$ cat src/sv/vkf_pkg.sv
// Package for the velocity Kalman filter step: constants, types and helpers.
// No dependencies.
`timescale 1ns / 1ps
package vkf_pkg;

	localparam int FracBitsDefault = 16;
	localparam int DataW = 32;
	localparam int RegW = 31;
	localparam int RegIdxW = 2;
	localparam logic signed [DataW-1:0] MaxVal = 32'sh7FFF_FFFF;
	localparam logic signed [DataW-1:0] MinVal = 32'sh8000_0000;

	typedef enum logic [RegIdxW-1:0] {
		REG_TIME_STEP = 2'd0,
		REG_NOISE_POS = 2'd1,
		REG_NOISE_VEL = 2'd2,
		REG_NOISE_MEAS = 2'd3
	} reg_idx_t;

	typedef enum logic [1:0] {
		OP_MUL = 2'd0,
		OP_DIV = 2'd1
	} op_t;

	typedef enum logic [4:0] {
		ST_IDLE,
		ST_M_XP0, ST_W_XP0,
		ST_M_P12, ST_W_P12,
		ST_M_P11A, ST_W_P11A,
		ST_M_P11B, ST_W_P11B,
		ST_D_K1, ST_W_K1,
		ST_D_K2, ST_W_K2,
		ST_M_X0, ST_W_X0,
		ST_M_X1, ST_W_X1,
		ST_M_C11, ST_W_C11,
		ST_M_C12, ST_W_C12,
		ST_M_C22, ST_W_C22,
		ST_OUT
	} state_t;

	// Handshake between the sequencer and the shared serial arithmetic unit.
	typedef struct packed {
		logic start;
		op_t op;
	} au_ctrl_t;

	// The two top bits of the widened sum differ only when the result left the range.
	function automatic logic signed [DataW-1:0] sat_add(
		input logic signed [DataW-1:0] a,
		input logic signed [DataW-1:0] b
	);
		logic signed [DataW:0] s;
		s = {a[DataW-1], a} + {b[DataW-1], b};
		if (s[DataW] != s[DataW-1]) begin
			return s[DataW] ? MinVal : MaxVal;
		end
		return s[DataW-1:0];
	endfunction

	function automatic logic signed [DataW-1:0] sat_sub(
		input logic signed [DataW-1:0] a,
		input logic signed [DataW-1:0] b
	);
		logic signed [DataW:0] s;
		s = {a[DataW-1], a} - {b[DataW-1], b};
		if (s[DataW] != s[DataW-1]) begin
			return s[DataW] ? MinVal : MaxVal;
		end
		return s[DataW-1:0];
	endfunction

endpackage

$ cat src/sv/vkf_arith.sv
// Shared bit-serial multiplier and restoring divider on magnitudes.
// Depends on vkf_pkg.
`timescale 1ns / 1ps
module vkf_arith #(
	parameter int FRAC_BITS = vkf_pkg::FracBitsDefault
) (
	input  logic                            clk,
	input  logic                            arst_n,
	input  vkf_pkg::au_ctrl_t               ctrl,
	input  logic signed [vkf_pkg::DataW-1:0] a,
	input  logic signed [vkf_pkg::DataW-1:0] b,
	output logic                            done,
	output logic signed [vkf_pkg::DataW-1:0] result
);
	import vkf_pkg::*;

	// Product magnitude is at most 2^62; numerator (|a| << FRAC_BITS) is under 2^(32+FRAC_BITS).
	localparam int AccW = 2 * DataW;
	localparam int NumW = DataW + FRAC_BITS;
	localparam int CntW = $clog2(NumW + 1);
	localparam int MulSteps = DataW;

	logic [AccW-1:0] acc_q;    // product accumulator or remainder
	logic [AccW-1:0] mcand_q;  // shifted multiplicand
	logic [NumW-1:0] sh_q;     // multiplier bits or numerator bits, shifted out
	logic [NumW-1:0] quo_q;
	logic [DataW:0]  den_q;
	logic            neg_q;
	logic            busy_q;
	logic            div_q;
	logic            zero_q;
	logic [CntW-1:0] cnt_q;
	logic            done_q;
	logic signed [DataW-1:0] res_q;

	logic [DataW:0] mag_a, mag_b;
	assign mag_a = a[DataW-1] ? (DataW+1)'(-{a[DataW-1], a}) : {1'b0, a};
	assign mag_b = b[DataW-1] ? (DataW+1)'(-{b[DataW-1], b}) : {1'b0, b};

	logic [AccW:0] rem_try;
	logic [AccW-1:0] rem_sh;
	assign rem_sh = {acc_q[AccW-2:0], sh_q[NumW-1]};
	assign rem_try = {1'b0, rem_sh} - {{(AccW-DataW){1'b0}}, den_q};

	logic [AccW-1:0] mul_round;
	logic [AccW-1:0] mul_mag;
	assign mul_round = acc_q + (AccW'(1) << (FRAC_BITS - 1));
	assign mul_mag = mul_round >> FRAC_BITS;

	// Division rounding: compare twice the remainder with the divisor.
	logic [AccW:0] rem2;
	logic [NumW:0] quo_rnd;
	assign rem2 = {acc_q, 1'b0};
	assign quo_rnd = {1'b0, quo_q} + ((rem2 >= {{(AccW-DataW){1'b0}}, den_q}) ? 1'b1 : 1'b0);

	logic [AccW:0] fin_mag;
	assign fin_mag = div_q ? (AccW+1)'(quo_rnd) : {1'b0, mul_mag};

	logic signed [DataW-1:0] fin_val;
	always_comb begin
		if (neg_q) begin
			fin_val = (fin_mag > ((AccW+1)'(1) << (DataW-1))) ? MinVal
				: DataW'(-fin_mag[DataW-1:0]);
		end else begin
			fin_val = (fin_mag > (AccW+1)'(MaxVal)) ? MaxVal : fin_mag[DataW-1:0];
		end
	end

	always_ff @(posedge clk or negedge arst_n) begin
		if (!arst_n) begin
			busy_q <= 1'b0;
			done_q <= 1'b0;
			cnt_q <= '0;
			div_q <= 1'b0;
		end else begin
			done_q <= 1'b0;
			if (ctrl.start && !busy_q) begin
				busy_q <= 1'b1;
				div_q <= (ctrl.op == OP_DIV);
				cnt_q <= (ctrl.op == OP_DIV) ? CntW'(NumW) : CntW'(MulSteps);
			end else if (busy_q) begin
				if (cnt_q == '0) begin
					busy_q <= 1'b0;
					done_q <= 1'b1;
				end else begin
					cnt_q <= cnt_q - 1'b1;
				end
			end
		end
	end

	always_ff @(posedge clk) begin
		if (ctrl.start && !busy_q) begin
			acc_q <= '0;
			quo_q <= '0;
			neg_q <= a[DataW-1] ^ b[DataW-1];
			zero_q <= (b == '0);
			den_q <= mag_b;
			if (ctrl.op == OP_DIV) begin
				sh_q <= NumW'(mag_a) << FRAC_BITS;
				mcand_q <= '0;
			end else begin
				sh_q <= NumW'(mag_b);
				mcand_q <= AccW'(mag_a);
			end
		end else if (busy_q && cnt_q != '0) begin
			if (div_q) begin
				sh_q <= sh_q << 1;
				if (!rem_try[AccW]) begin
					acc_q <= rem_try[AccW-1:0];
					quo_q <= {quo_q[NumW-2:0], 1'b1};
				end else begin
					acc_q <= rem_sh;
					quo_q <= {quo_q[NumW-2:0], 1'b0};
				end
			end else begin
				if (sh_q[0]) begin
					acc_q <= acc_q + mcand_q;
				end
				sh_q <= sh_q >> 1;
				mcand_q <= mcand_q << 1;
			end
		end else if (busy_q) begin
			res_q <= (div_q && zero_q) ? '0 : fin_val;
		end
	end

	assign done = done_q;
	assign result = res_q;
endmodule

$ cat src/sv/velocity_kalman_filter_step.sv
// Two-state constant-velocity Kalman filter step with a velocity measurement.
// Each item runs eleven operations on one shared bit-serial unit that handles one
// multiplier bit or one quotient bit per cycle: nine multiplies and two divides.
// The result is held in an output register so a new item may start while it
// waits; a step only stalls at its end while the previous result is still
// undelivered. Depends on vkf_pkg, vkf_arith.
`timescale 1ns / 1ps
module velocity_kalman_filter_step #(
	parameter int FRAC_BITS = vkf_pkg::FracBitsDefault
) (
	input  logic                              clk,
	input  logic                              arst_n,
	input  logic                              cfg_we,
	input  logic [vkf_pkg::RegIdxW-1:0]       cfg_index,
	input  logic [vkf_pkg::RegW-1:0]          cfg_data,
	input  logic                              in_valid,
	output logic                              in_ready,
	input  logic signed [vkf_pkg::DataW-1:0]  measured_velocity,
	output logic                              out_valid,
	input  logic                              out_ready,
	output logic signed [vkf_pkg::DataW-1:0]  position_estimate,
	output logic signed [vkf_pkg::DataW-1:0]  velocity_estimate,
	output logic signed [vkf_pkg::DataW-1:0]  cov_position,
	output logic signed [vkf_pkg::DataW-1:0]  cov_cross,
	output logic signed [vkf_pkg::DataW-1:0]  cov_velocity,
	output logic signed [vkf_pkg::DataW-1:0]  gain_position,
	output logic signed [vkf_pkg::DataW-1:0]  gain_velocity
);
	import vkf_pkg::*;

	localparam logic [RegW-1:0] DtReset = RegW'(((64'd1 << FRAC_BITS) + 64'd5) / 64'd10);
	localparam logic [RegW-1:0] QpReset = RegW'(64'd1 << FRAC_BITS);
	localparam logic [RegW-1:0] QvReset =
		(FRAC_BITS >= 30) ? {RegW{1'b1}} : RegW'(64'd3 << FRAC_BITS);
	localparam logic [RegW-1:0] RReset =
		(FRAC_BITS >= 28) ? {RegW{1'b1}} : RegW'(64'd10 << FRAC_BITS);
	localparam logic signed [DataW-1:0] VelReset =
		(FRAC_BITS >= 27) ? MaxVal : DataW'(64'd20 << FRAC_BITS);
	localparam logic signed [DataW-1:0] CovReset =
		(FRAC_BITS >= 29) ? MaxVal : DataW'(64'd5 << FRAC_BITS);

	logic [RegW-1:0] dt_q, qp_q, qv_q, r_q;
	logic signed [DataW-1:0] x0_q, x1_q, p11_q, p12_q, p22_q;
	logic signed [DataW-1:0] z_q, xp0_q, pp11_q, pp12_q, pp22_q, s_q, y_q, k1_q, k2_q;
	logic signed [DataW-1:0] tmp_q;
	logic signed [DataW-1:0] pos_out_q, vel_out_q, p11_out_q, p12_out_q, p22_out_q;
	logic signed [DataW-1:0] k1_out_q, k2_out_q;
	logic out_valid_q;
	logic out_load;
	state_t state_q, state_d;

	au_ctrl_t ctrl;
	logic signed [DataW-1:0] op_a, op_b, au_res;
	logic au_done;

	vkf_arith #(.FRAC_BITS(FRAC_BITS)) u_arith (
		.clk(clk), .arst_n(arst_n), .ctrl(ctrl), .a(op_a), .b(op_b),
		.done(au_done), .result(au_res)
	);

	logic signed [DataW-1:0] dt_s;
	assign dt_s = {1'b0, dt_q};

	// The finished step moves into the output register once that register is free.
	assign out_load = (state_q == ST_OUT) && (!out_valid_q || out_ready);

	always_ff @(posedge clk or negedge arst_n) begin
		if (!arst_n) begin
			dt_q <= DtReset;
			qp_q <= QpReset;
			qv_q <= QvReset;
			r_q <= RReset;
		end else if (cfg_we) begin
			unique case (reg_idx_t'(cfg_index))
				REG_TIME_STEP: dt_q <= cfg_data;
				REG_NOISE_POS: qp_q <= cfg_data;
				REG_NOISE_VEL: qv_q <= cfg_data;
				REG_NOISE_MEAS: r_q <= cfg_data;
				default: ;
			endcase
		end
	end

	always_ff @(posedge clk or negedge arst_n) begin
		if (!arst_n) begin
			state_q <= ST_IDLE;
			out_valid_q <= 1'b0;
			x0_q <= '0;
			x1_q <= VelReset;
			p11_q <= CovReset;
			p12_q <= '0;
			p22_q <= CovReset;
			pos_out_q <= '0;
			vel_out_q <= '0;
			p11_out_q <= '0;
			p12_out_q <= '0;
			p22_out_q <= '0;
			k1_out_q <= '0;
			k2_out_q <= '0;
		end else begin
			state_q <= state_d;
			if (out_load) begin
				out_valid_q <= 1'b1;
				pos_out_q <= x0_q;
				vel_out_q <= x1_q;
				p11_out_q <= p11_q;
				p12_out_q <= p12_q;
				p22_out_q <= p22_q;
				k1_out_q <= k1_q;
				k2_out_q <= k2_q;
			end else if (out_valid_q && out_ready) begin
				out_valid_q <= 1'b0;
			end
			if (au_done) begin
				unique case (state_q)
					ST_W_X0: x0_q <= sat_add(xp0_q, au_res);
					ST_W_X1: x1_q <= sat_add(x1_q, au_res);
					ST_W_C11: p11_q <= sat_sub(pp11_q, au_res);
					ST_W_C12: p12_q <= sat_sub(pp12_q, au_res);
					ST_W_C22: p22_q <= sat_sub(pp22_q, au_res);
					default: ;
				endcase
			end
		end
	end

	// Intermediate values of the step; no reset needed.
	always_ff @(posedge clk) begin
		if (state_q == ST_IDLE && in_valid && in_ready) begin
			z_q <= measured_velocity;
			pp22_q <= sat_add(p22_q, {1'b0, qv_q});
		end
		if (state_q == ST_M_XP0) begin
			s_q <= sat_add(pp22_q, {1'b0, r_q});
			y_q <= sat_sub(z_q, x1_q);
		end
		if (au_done) begin
			unique case (state_q)
				ST_W_XP0: xp0_q <= sat_add(x0_q, au_res);
				ST_W_P12: pp12_q <= sat_add(p12_q, au_res);
				ST_W_P11A: tmp_q <= sat_add(p11_q, au_res);
				ST_W_P11B: pp11_q <= sat_add(sat_add(tmp_q, au_res), {1'b0, qp_q});
				ST_W_K1: k1_q <= au_res;
				ST_W_K2: k2_q <= au_res;
				default: ;
			endcase
		end
	end

	always_comb begin
		state_d = state_q;
		ctrl.start = 1'b0;
		ctrl.op = OP_MUL;
		op_a = dt_s;
		op_b = x1_q;
		unique case (state_q)
			ST_IDLE: if (in_valid) state_d = ST_M_XP0;
			ST_M_XP0: begin ctrl.start = 1'b1; state_d = ST_W_XP0; end
			ST_W_XP0: if (au_done) state_d = ST_M_P12;
			ST_M_P12: begin
				ctrl.start = 1'b1; op_b = p22_q; state_d = ST_W_P12;
			end
			ST_W_P12: if (au_done) state_d = ST_M_P11A;
			ST_M_P11A: begin
				ctrl.start = 1'b1; op_b = p12_q; state_d = ST_W_P11A;
			end
			ST_W_P11A: if (au_done) state_d = ST_M_P11B;
			ST_M_P11B: begin
				ctrl.start = 1'b1; op_b = pp12_q; state_d = ST_W_P11B;
			end
			ST_W_P11B: if (au_done) state_d = ST_D_K1;
			ST_D_K1: begin
				ctrl.start = 1'b1; ctrl.op = OP_DIV;
				op_a = pp12_q; op_b = s_q; state_d = ST_W_K1;
			end
			ST_W_K1: if (au_done) state_d = ST_D_K2;
			ST_D_K2: begin
				ctrl.start = 1'b1; ctrl.op = OP_DIV;
				op_a = pp22_q; op_b = s_q; state_d = ST_W_K2;
			end
			ST_W_K2: if (au_done) state_d = ST_M_X0;
			ST_M_X0: begin
				ctrl.start = 1'b1; op_a = k1_q; op_b = y_q; state_d = ST_W_X0;
			end
			ST_W_X0: if (au_done) state_d = ST_M_X1;
			ST_M_X1: begin
				ctrl.start = 1'b1; op_a = k2_q; op_b = y_q; state_d = ST_W_X1;
			end
			ST_W_X1: if (au_done) state_d = ST_M_C11;
			ST_M_C11: begin
				ctrl.start = 1'b1; op_a = k1_q; op_b = pp12_q; state_d = ST_W_C11;
			end
			ST_W_C11: if (au_done) state_d = ST_M_C12;
			ST_M_C12: begin
				ctrl.start = 1'b1; op_a = k1_q; op_b = pp22_q; state_d = ST_W_C12;
			end
			ST_W_C12: if (au_done) state_d = ST_M_C22;
			ST_M_C22: begin
				ctrl.start = 1'b1; op_a = k2_q; op_b = pp22_q; state_d = ST_W_C22;
			end
			ST_W_C22: if (au_done) state_d = ST_OUT;
			ST_OUT: if (out_load) state_d = ST_IDLE;
			default: state_d = ST_IDLE;
		endcase
	end

	assign in_ready = (state_q == ST_IDLE);
	assign out_valid = out_valid_q;
	assign position_estimate = pos_out_q;
	assign velocity_estimate = vel_out_q;
	assign cov_position = p11_out_q;
	assign cov_cross = p12_out_q;
	assign cov_velocity = p22_out_q;
	assign gain_position = k1_out_q;
	assign gain_velocity = k2_out_q;
endmodule

$ cat config.mk
export PLATFORM = sky130hd
export DESIGN_NAME = velocity_kalman_filter_step
export DESIGN_NICKNAME = d
export VERILOG_FILES = /design/src/sv/vkf_pkg.sv /design/src/sv/vkf_arith.sv /design/src/sv/velocity_kalman_filter_step.sv
export SDC_FILE = /design/constraint.sdc
export NUM_CORES = 2
export LEC_CHECK = 0
export BUFFER_PORTS_ARGS = -buffer_cell sky130_fd_sc_hd__buf_4
export CAP_MARGIN = 20
export CORE_MARGIN = 3
export CORE_UTILIZATION = 45
export CTS_BUF_LIST = sky130_fd_sc_hd__clkbuf_4 sky130_fd_sc_hd__clkbuf_8 sky130_fd_sc_hd__clkbuf_16
export CTS_CLUSTER_SIZE = 16
export DETAILED_ROUTE_END_ITERATION = 12
export PLACE_DENSITY = 0.65
export SETUP_SLACK_MARGIN = 0.4
export SYNTH_ARGS = -nofsm -noshare
export SYNTH_HDL_FRONTEND = slang
export SYNTH_SLANG_ARGS = --single-unit
$ cat constraint.sdc
create_clock -name clk -period 8.5 [get_ports clk]
set_input_delay 1.7 -clock clk [delete_from_list [all_inputs] [get_ports clk]]
set_output_delay 1.7 -clock clk [all_outputs]
set_load 0.05 [all_outputs]
==> results.ini <==
[clocking]
cts_tree = done
clkTransAtPathRegs_ps = 60
clock-root-buffer = clkbuf_16
post_cts_buffers = 0
cts_buffers = 140
cts-htree-levels = 4
cts.sinks = 1134
clk_latency_ps = 810
clock_path_buffers = 3

[yosys]
synth_enable_flop_cells = 499
yosysWarnings = 0
async_reset_ff_frac = 0.461
synth-adder-area-share = 0.0966
synth.most_common_cell = nand2_1
ys_seq_elements = 1134
syn_area_mm2 = 0.0770
synth_common_cells = 762 x nand2_1, 708 x a21oi_1, 635 x o21ai_0, 517 x ha_1, 505 x dfrtp_1
synth_compound_area_frac = 0.207
synthFlopType = dfrtp_1
yosysSeqAreaShare = 0.394
avgSynthCellArea_um2 = 9.45
synth_area_leaders = edfxtp_1 19%, dfrtp_1 16%, ha_1 8.4%, mux2_2 5.4%, a21oi_1 4.6%
syn_inst = 8145
synthXorXnorAreaFrac = 0.0639
synth_cell_types = 97
synthMuxAreaShare = 0.0657
synth_top_area_share = 0.195
yosys.area_share.simple = 0.139
syn_nets = 8747
yosys.area.top_type = edfxtp_1
synth_top_family_by_area = compound AO/OA/AOI/OAI gates

[grt]
grt_pass1_vias = 64200
antenna_found_initial = 28
overflow = 0
grt_max_degree = 158
gr-usage-all-layers = 0.340
grt_first_pass_wirelength_um = 442000

[sta]
report.final.slew_viol_count = 0
setup_tns_ps = 0
relSlewSlack = 0.245
setup_viol_count_final = 0
period_minus_slack_ps = 7510
worst_pin_slew_ps = 1130
rsz0062_at_grt = no
clock.fmax_mhz = 133
finalHoldViolCount = 0
clock-skew-final_ps = 23.9
fin_crit_sh = 0.883

[drt]
drt-initial-drc-count = 7625
drc = 0
via_per_inst = 6.38
final_antenna_net_count = 0
drt_first_pass_iters = 9
via_count = 68200
drt-total-wl_um = 306000
wl_per_cell_um = 28.7

[worst_setup_path]
cp.arrival_ps = 8150
worst-setup-path-type = flip-flop to flip-flop
cp_cell_sequence = or4_1 > nor4_1 > nand2b_1 > or3_1 > nand2b_1 > o21ai_0 > nor2_1 > o21ai_0 > ha_1 > ha_1 > nand4_1 > nor4_1 > xnor2_1 > o21ai_0 > nor3_1 > nand4_1 > nor4b_2 > o2111ai_1 > or3_1 > or3_1 > o211ai_1
cp_max_fo = 11
cpPeakStageDelay_ps = 680
path_buf_inv = 0
crit_slowest_cell = or3_1
required_ps = 9140
r2r_start = u_arith.acc_q[52]$_SDFFE_PP0P_
worstSetupEndpointType = flip-flop
start_kind = flip-flop
crit_family = simple AND/OR/NAND/NOR gates
ff2ff_setup_slack_ps = 990
critPathLaunch = u_arith.acc_q[52]$_SDFFE_PP0P_

[finish]
drive_gt1_frac = 0.141
finish.net_count = 8948
fillers = 15700
final_cell_area_mm2 = 0.0869
area_growth_syn_to_layout_pct = 12.9
seqCellArea_mm2 = 0.0303
fin_cells = 10700
multi_input_area_mm2 = 0.0443
utilization = 0.512

[die]
io_pins = 296
dieArea_mm2 = 0.176
core_mm2 = 0.170
initial_core_util = 0.454
die_w_um = 420
fp.dieH_um = 420
row_count = 151

[placed_design]
place_hpwl_um = 236000
place_area_mm2 = 0.0818
io_buffers = 295
placed_cells = 10400
gp_congestion = 1.03

[pwr]
vdd_drop_max_mv = 0.240
leakagePower_nw = 37.2
p_total_mw = 13.4
p_per_area_mw_per_mm2 = 154

[run]
timing.max_cap.violations = 0

[min_path]
worstHoldStart = u_arith.acc_q[7]$_SDFFE_PP0P_
hold_class = flip-flop to flip-flop

[status]
run_status = completed

## layout by cell type (no fill, tap or decap), types with 28 or more instances in the layout
| cell type | netlist | final |
|---|---|---|
| a211oi_1 | 75 | 75 |
| a21o_1 | 237 | 237 |
| a21oi_1 | 708 | 706 |
| a221o_1 | 45 | 45 |
| a221oi_1 | 34 | 33 |
| a22o_1 | 52 | 52 |
| a31oi_1 | 81 | 81 |
| and2_1 | 79 | 77 |
| and3_1 | 70 | 70 |
| buf_4 | 0 | 438 |
| clkbuf_16 | 0 | 151 |
| dfrtp_1 | 505 | 503 |
| dfxtp_1 | 112 | 112 |
| edfxtp_1 | 499 | 499 |
| ha_1 | 517 | 517 |
| inv_1 | 289 | 289 |
| maj3_1 | 67 | 67 |
| mux2_2 | 367 | 366 |
| mux2i_1 | 92 | 92 |
| nand2_1 | 762 | 759 |
| nand2b_1 | 100 | 99 |
| nand3_1 | 167 | 167 |
| nand4_1 | 94 | 94 |
| nor2_1 | 432 | 424 |
| nor2b_1 | 74 | 74 |
| nor3_1 | 154 | 148 |
| nor4_1 | 65 | 63 |
| o211ai_1 | 80 | 80 |
| o21a_1 | 74 | 74 |
| o21ai_0 | 635 | 633 |
| o21bai_1 | 68 | 68 |
| o22ai_1 | 53 | 53 |
| o31ai_1 | 58 | 58 |
| or2_2 | 28 | 28 |
| or3_1 | 44 | 44 |
| or4_1 | 30 | 30 |
| xnor2_1 | 333 | 331 |
| xor2_1 | 229 | 229 |
## layer usage
layer  share of wire  vias up  track usage
met5         0.00023        -            0
met4           0.057        8        0.169
met3            0.10      673       0.0767
met2            0.43     3334        0.512
li1                -    30800            -
met1            0.41    33400        0.459
## metrics by stage
| stage | hold slack [ps] | setup WS (ps) |
|---|---|---|
| floorplan | 450 | 1360 |
| global placement | 481 | 1260 |
| detailed placement | 491 | 1140 |
| CTS | 499 | 1090 |
| global route | 519 | 519 |
| finish | 503 | 992 |
## worst paths after layout
check                           cells after the start                          endpoint
worst max-delay path                               21  u_arith.result[22]$_SDFFCE_PP0P_
worst min-delay path                                2     u_arith.acc_q[7]$_SDFFE_PP0P_
worst max register to register                     21  u_arith.result[22]$_SDFFCE_PP0P_
worst min register to register                      2     u_arith.acc_q[7]$_SDFFE_PP0P_
max in group asynchronous                           2              x0_q[18]$_DFFE_PN0P_
min in group asynchronous                           1      cov_velocity[21]$_DFFE_PN0P_
## cells by family after synthesis
group / count (synthesis)
adders and majority gates: 599
buffers and inverters: 681
muxes: 459
xor gates and xnor gates: 562
DFF: 1134
other: 1
and+or+nand+nor: 2203
AOI/OAI and AO/OA: 2506
## timing repair
action | CTS | global route
hold buffers | 0 | 0
gates resized for setup | 0 | 1
endpoints found under the setup margin | 0 | 14
## sequential cells by signal, summed over array words and instances (netlist names), 33 cells and up
register and flops:
u_arith.acc_q 64, u_arith.mcand_q 64, u_arith.quo_q 48, u_arith.sh_q 48, u_arith.den_q 33
## worst register-to-register path, stage by stage (launching register included)
cell	delay, ps
dfxtp_1	430
or4_1	620
nor4_1	370
nand2b_1	160
or3_1	380
nand2b_1	210
o21ai_0	210
nor2_1	110
o21ai_0	260
ha_1	330
ha_1	250
nand4_1	460
nor4_1	410
xnor2_1	160
o21ai_0	290
nor3_1	490
nand4_1	290
nor4b_2	330
o2111ai_1	380
or3_1	680
or3_1	430
o211ai_1	90
## power breakdown
part	internal, mW	switching [mW]
combinational	0.393	0.591
clock	3.84	2.60
sequential	5.85	0.125
total	10.1	3.32
## area by class of cell
| cell class | count | share of cell area |
|---|---|---|
| Antenna cell | 9 | 0.000259 |
| Timing Repair Buffer | 448 | 0.0396 |
| Inverter | 292 | 0.0126 |
| Tap cell | 2218 | 0.0319 |
| Multi-Input combinational cell | 6330 | 0.509 |
| Sequential cell | 1134 | 0.349 |
| Clock inverter | 77 | 0.00972 |
| Clock buffer | 184 | 0.0473 |
(Power assumes the default switching activity.)
